### config.mk
export PLATFORM = sky130hd
export DESIGN_NAME = rbj_scale
export DESIGN_NICKNAME = d
export VERILOG_FILES = /design/src/rtl/rbj_pkg.sv /design/src/rtl/rbj_scale.sv
export SDC_FILE = /design/constraint.sdc
export NUM_CORES = 2
export LEC_CHECK = 0
export BUFFER_PORTS_ARGS = -buffer_cell sky130_fd_sc_hd__buf_4
export CAP_MARGIN = 20
export CORE_MARGIN = 2
export CORE_UTILIZATION = 40
export DETAILED_ROUTE_END_ITERATION = 8
export GPL_TIMING_DRIVEN = 1
export PLACE_DENSITY = 0.59
export SETUP_SLACK_MARGIN = 0.15
export SLEW_MARGIN = 10
export SYNTH_ARGS = -nofsm -noshare
export SYNTH_HDL_FRONTEND = slang
export SYNTH_SLANG_ARGS = --single-unit
### constraint.sdc
create_clock -name clk -period 8.4 [get_ports clk]
set_input_delay 1.68 -clock clk [delete_from_list [all_inputs] [get_ports clk]]
set_output_delay 1.68 -clock clk [all_outputs]
set_load 0.03 [all_outputs]
### src/rtl/rbj_pkg.sv
// ----------------------------------------------------------------------------
// rbj_pkg
// shared widths, hash constants, register indexes and pipeline types for the
// retry backoff unit
// ----------------------------------------------------------------------------
package rbj_pkg;

  localparam int DW   = 62;            // delay, base and cap width
  localparam int JFB  = 16;            // jitter fraction bits
  localparam int JW   = JFB + 1;       // jitter register width
  localparam int AW   = 32;            // attempt count width
  localparam int HW   = 64;            // hash word width
  localparam int UW   = 53;            // hash fraction width
  localparam int PW   = DW + JW;       // delay times jitter width
  localparam int SHW  = 2 * DW - 1;    // widest shifted delay
  localparam int SAW  = $clog2(DW);    // shift amount width
  localparam int DL   = DW / 2;        // low half of the delay
  localparam int LB   = 27;            // limb width of the shave multiplier
  localparam int CIW  = 2;             // config index width

  localparam logic [HW-1:0] GOLDEN = 64'h9E3779B97F4A7C15;
  localparam logic [HW-1:0] MIX_M1 = 64'hBF58476D1CE4E5B9;
  localparam logic [HW-1:0] MIX_M2 = 64'h94D049BB133111EB;

  localparam logic [JW-1:0] JIT_ONE = {1'b1, {JFB{1'b0}}};

  localparam logic [DW-1:0] BASE_RST = 62'd1000000000;
  localparam logic [DW-1:0] CAP_RST  = 62'd3600000000000;

  localparam logic [CIW-1:0] REG_BASE = 2'd0;
  localparam logic [CIW-1:0] REG_CAP  = 2'd1;
  localparam logic [CIW-1:0] REG_JIT  = 2'd2;

  typedef struct packed {
    logic          valid;
    logic [DW-1:0] dly;
    logic [PW-1:0] djp;
  } rbj_scaled_t;

endpackage

### src/rtl/rbj_scale.sv
// ----------------------------------------------------------------------------
// rbj_scale
// capped doubling as a clamped shift, then delay times jitter, four stages
// ----------------------------------------------------------------------------
module rbj_scale import rbj_pkg::*; (
  input  logic          clk,
  input  logic          rst_n,
  input  logic          valid_i,
  input  logic [DW-1:0] base_i,   // base already held to the cap
  input  logic [AW-1:0] shift_i,  // doublings asked for
  input  logic [DW-1:0] cap_i,
  input  logic [JW-1:0] jit_i,    // saturated to one
  output rbj_scaled_t   scaled_o
);

  logic [3:0]       v_r, v_nxt;
  logic [SHW-1:0]   sh_r, sh_nxt;
  logic             sat_r, sat_nxt;
  logic [DW-1:0]    cap_r;
  logic [JW-1:0]    jit2_r, jit3_r;
  logic [DW-1:0]    d3_r, d3_nxt, d4_r, d5_r;
  logic [DL+JW-1:0] dj_lo_r, dj_lo_nxt;
  logic [DL+JW-1:0] dj_hi_r, dj_hi_nxt;
  logic [PW-1:0]    djp_r, djp_nxt;
  logic             over;

  always_comb begin
    v_nxt   = {v_r[2:0], valid_i};
    sh_nxt  = SHW'(base_i) << shift_i[SAW-1:0];
    // any nonzero base doubled that often is past every cap
    sat_nxt = (shift_i >= AW'(DW)) && (base_i != '0);
    over    = sat_r || (sh_r[SHW-1:DW] != '0) || (sh_r[DW-1:0] >= cap_r);
    d3_nxt  = over ? cap_r : sh_r[DW-1:0];
    dj_lo_nxt = d3_r[DL-1:0] * jit3_r;
    dj_hi_nxt = d3_r[DW-1:DL] * jit3_r;
    djp_nxt = PW'(dj_lo_r) + (PW'(dj_hi_r) << DL);
  end

  always_ff @(posedge clk) begin
    if (!rst_n) begin
      v_r <= '0;
    end else begin
      v_r <= v_nxt;
    end
  end

  always_ff @(posedge clk) begin
    sh_r    <= sh_nxt;
    sat_r   <= sat_nxt;
    cap_r   <= cap_i;
    jit2_r  <= jit_i;
    d3_r    <= d3_nxt;
    jit3_r  <= jit2_r;
    dj_lo_r <= dj_lo_nxt;
    dj_hi_r <= dj_hi_nxt;
    d4_r    <= d3_r;
    djp_r   <= djp_nxt;
    d5_r    <= d4_r;
  end

  assign scaled_o = '{valid: v_r[3], dly: d5_r, djp: djp_r};

endmodule

==> results.yml <==
status:
  outcome: "finished, final reports clean"
cts:
  clock_latency_ps: 680
  cts.sinks: 585
  cts_buffers: 67
  cts_setup_buffers: 0
  cts.htree.levels: 3
  cts_tree: "done"
  cts_resized: 0
  path_clk_slew_ps: 70
  hold_buffers: 0
  clockBufferDepth: 3
  root_buffer: "clkbuf_16"
timing:
  slew_violations: 0
  slew_headroom_pct: 25.9
  fin_crit_sh_pct: 84.9
  skew_ps: 39.6
  worst_pin_slew_ps: 1110
  period_minus_slack_ps: 7130
  fmax_mhz: 140
  rsz0062_at_grt: "false"
  setup_viol: 0
  finalHoldViolCount: 0
  timing.hold.ws_ps: 321
  setup_tns_ps: 0
yosys:
  synthTopCellsByCount: "inv_1, nand2_1, fa_1, dfxtp_1, and2_1"
  syn_avg_cell_area_um2: 9.30
  netlist-cell-type-count: 80
  netlist_instances: 5758
  yosys.area.top_type: "fa_1"
  synth_top_area_share_pct: 32.5
  syn_nets: 7126
  ys.flop_type: "dfxtp_1"
  synthesis.area_mm2: 0.0536
  synth.area.top_cells: "fa_1, dfxtp_1, inv_1"
  synth_edf_count: 0
  async_flop_share_pct: 0
  synth.yosys.seq_area_share_pct: 21.9
  yosysMostFrequentCell: "inv_1"
  ys_seq_elements: 585
  yosysWarnings: 0
worst_hold_path:
  min_from: "d4_r[7]$_DFF_P_"
  holdPathStages: 0
  hold_path.class: "reg -> reg"
  min_to: "d5_r[7]$_DFF_P_"
floorplanning:
  pin_count: 318
  die_area_mm2: 0.137
  die_y_um: 370
  die_x_um: 370
  initial_utilization_pct: 40.2
  core_mm2: 0.133
  rows: 134
worst_setup_path:
  crit_type: "reg -> reg"
  cp_top_family: "adder cells"
  r2r_end: "dj_lo_r[46]$_DFF_P_"
  crit_chain: "buf_4, nand2_1, fa_1, fa_1, fa_1, inv_1, fa_1, fa_1, inv_1, fa_1, inv_1, ha_1, a21o_1, a21o_1, a21oi_1, o21ai_0, a211oi_1, o21ai_1, a2111oi_0, xnor2_1"
  worst_setup_path_start_kind: "flop"
  crit_required_ps: 8980
  critPathCaptureType: "flop"
  critPathMaxStageDelay_ps: 850
  path_max_fanout: 27
  r2r-start: "jit3_r[3]$_DFF_P_"
  worstRegToRegCells: 20
  crit_top_cell: "fa_1"
  crit_slowest_cell: "dfxtp_2"
  crit_buf_inv: 4
  r2r_slack_ps: 1270
  critPathArrivalTime_ps: 7710
finish:
  multi_input_area_mm2: 0.0365
  nFillCells: 12900
  layout-drive-gt1-share_pct: 11.1
  seqCellArea_mm2: 0.0117
  nets: 7309
  syn_to_final_growth_pct: 12.1
grt:
  antenna_found_initial: 5
  grt-ovfl-total: 0
  grt_pass1_vias: 42200
  grt_max_degree: 71
  grt_pass1_wl_um: 245000
  grt_use_total_pct: 23.5
routing:
  first_pass_iters: 6
  drtAntennaViolNets: 0
  routed_wl_um: 157000
  vias: 39300
  drt_first_iter_violations: 2308
  wl_per_cell_um: 20.2
  route.detailed.drc: 0
  via_per_inst: 5.07
place:
  portBuffers: 317
  gp_congestion: 0.943
  place_hpwl_um: 122000
job:
  maxCapViolations: 0
==> worst reg2reg max path, delay by kind of cell (launching register included) <==
family                   cells  cell delay, ps
flip-flops                   1             850
XOR/XNOR                     1             170
AND/OR/NAND/NOR              1             130
adder cells (fa/ha/maj)      7            3400
buffers and inverters        4             560
AO/OA/AOI/OAI                7            1950
==> cells by family after synthesis <==
| logic type | Yosys count | synth area share (%) |
|---|---|---|
| simple gates | 1751 | 15.2 |
| mux | 196 | 4.94 |
| flops | 585 | 21.9 |
| compound gates | 486 | 5.75 |
| buf+inv | 1417 | 10.1 |
| xor+xnor | 131 | 2.14 |
| fa+ha+maj | 1192 | 40.0 |
==> cell type report <==
| type | instances | area share (%) |
|---|---|---|
| Sequential cell | 585 | 19.6 |
| Tap cell | 1768 | 3.68 |
| Inverter | 1136 | 7.10 |
| Multi-Input combinational cell | 3756 | 60.8 |
| Antenna cell | 2 | 0.00834 |
| Timing Repair Buffer | 395 | 5.03 |
| Clock inverter | 34 | 0.692 |
| Clock buffer | 85 | 3.14 |
==> registers in the layout (all words and copies together), names as in the netlist, 17 cells and up <==
signal   flops
sh_r       123
d4_r        62
jit2_r      17
djp_r       79
dj_hi_r     48
dj_lo_r     48
cap_r       62
jit3_r      17
d3_r        62
d5_r        62
==> worst max-delay path by stage <==
stage	from	to	slack, ps	cells after the start
3_3_place_gp	jit3_r[3]$_DFF_P_	dj_lo_r[46]$_DFF_P_	1360	20
3_5_place_dp	jit3_r[3]$_DFF_P_	dj_lo_r[46]$_DFF_P_	1280	20
5_1_grt	jit3_r[3]$_DFF_P_	dj_lo_r[45]$_DFF_P_	910	22
2_1_floorplan	jit3_r[2]$_DFF_P_	dj_lo_r[47]$_DFF_P_	2170	23
4_1_cts	jit3_r[3]$_DFF_P_	dj_lo_r[46]$_DFF_P_	1230	20
6_report	jit3_r[3]$_DFF_P_	dj_lo_r[46]$_DFF_P_	1270	20
==> layout by cell type (no fill, tap or decap), drive strengths merged, types with 21 or more instances in the layout <==
cell type  count
a21oi        152
inv         1141
mux4          48
mux2i         81
nand2        882
fa           869
nor2b         25
xor2          43
clkbuf        85
mux2          67
a21o          66
nor4          40
xnor2         88
nand4         37
dfxtp        585
and2         435
ha           323
nand3         50
nor2         216
o21ai        125
o22ai         21
buf          395
==> per-layer routing <==
metal	wire length (um)	vias to the layer above	GRT usage, %	part of all wire (%)
met5	18	-	0	0.011
met4	7000	2	10.2	4.5
met3	11400	329	4.73	7.3
met2	71100	1448	37.3	45
met1	67400	19700	31.1	43
li1	-	17900	-	-
==> per-stage QoR <==
| stage | setup slack, ps | util, % | area, um2 | std cells |
|---|---|---|---|---|
| floorplan | 2170 | - | 53600 | 5758 |
| global placement | 1360 | 43.4 | 57700 | 7639 |
| detailed placement | 1280 | 43.4 | 57700 | 7639 |
| CTS | 1230 | 45.1 | 60000 | 7758 |
| global route | 907 | 45.1 | 60000 | 7759 |
| finish | 1270 | 45.1 | 60000 | 7761 |
Power is not shown: default switching activity piles up to over one toggle a cycle in this logic, so the estimate is an artifact.
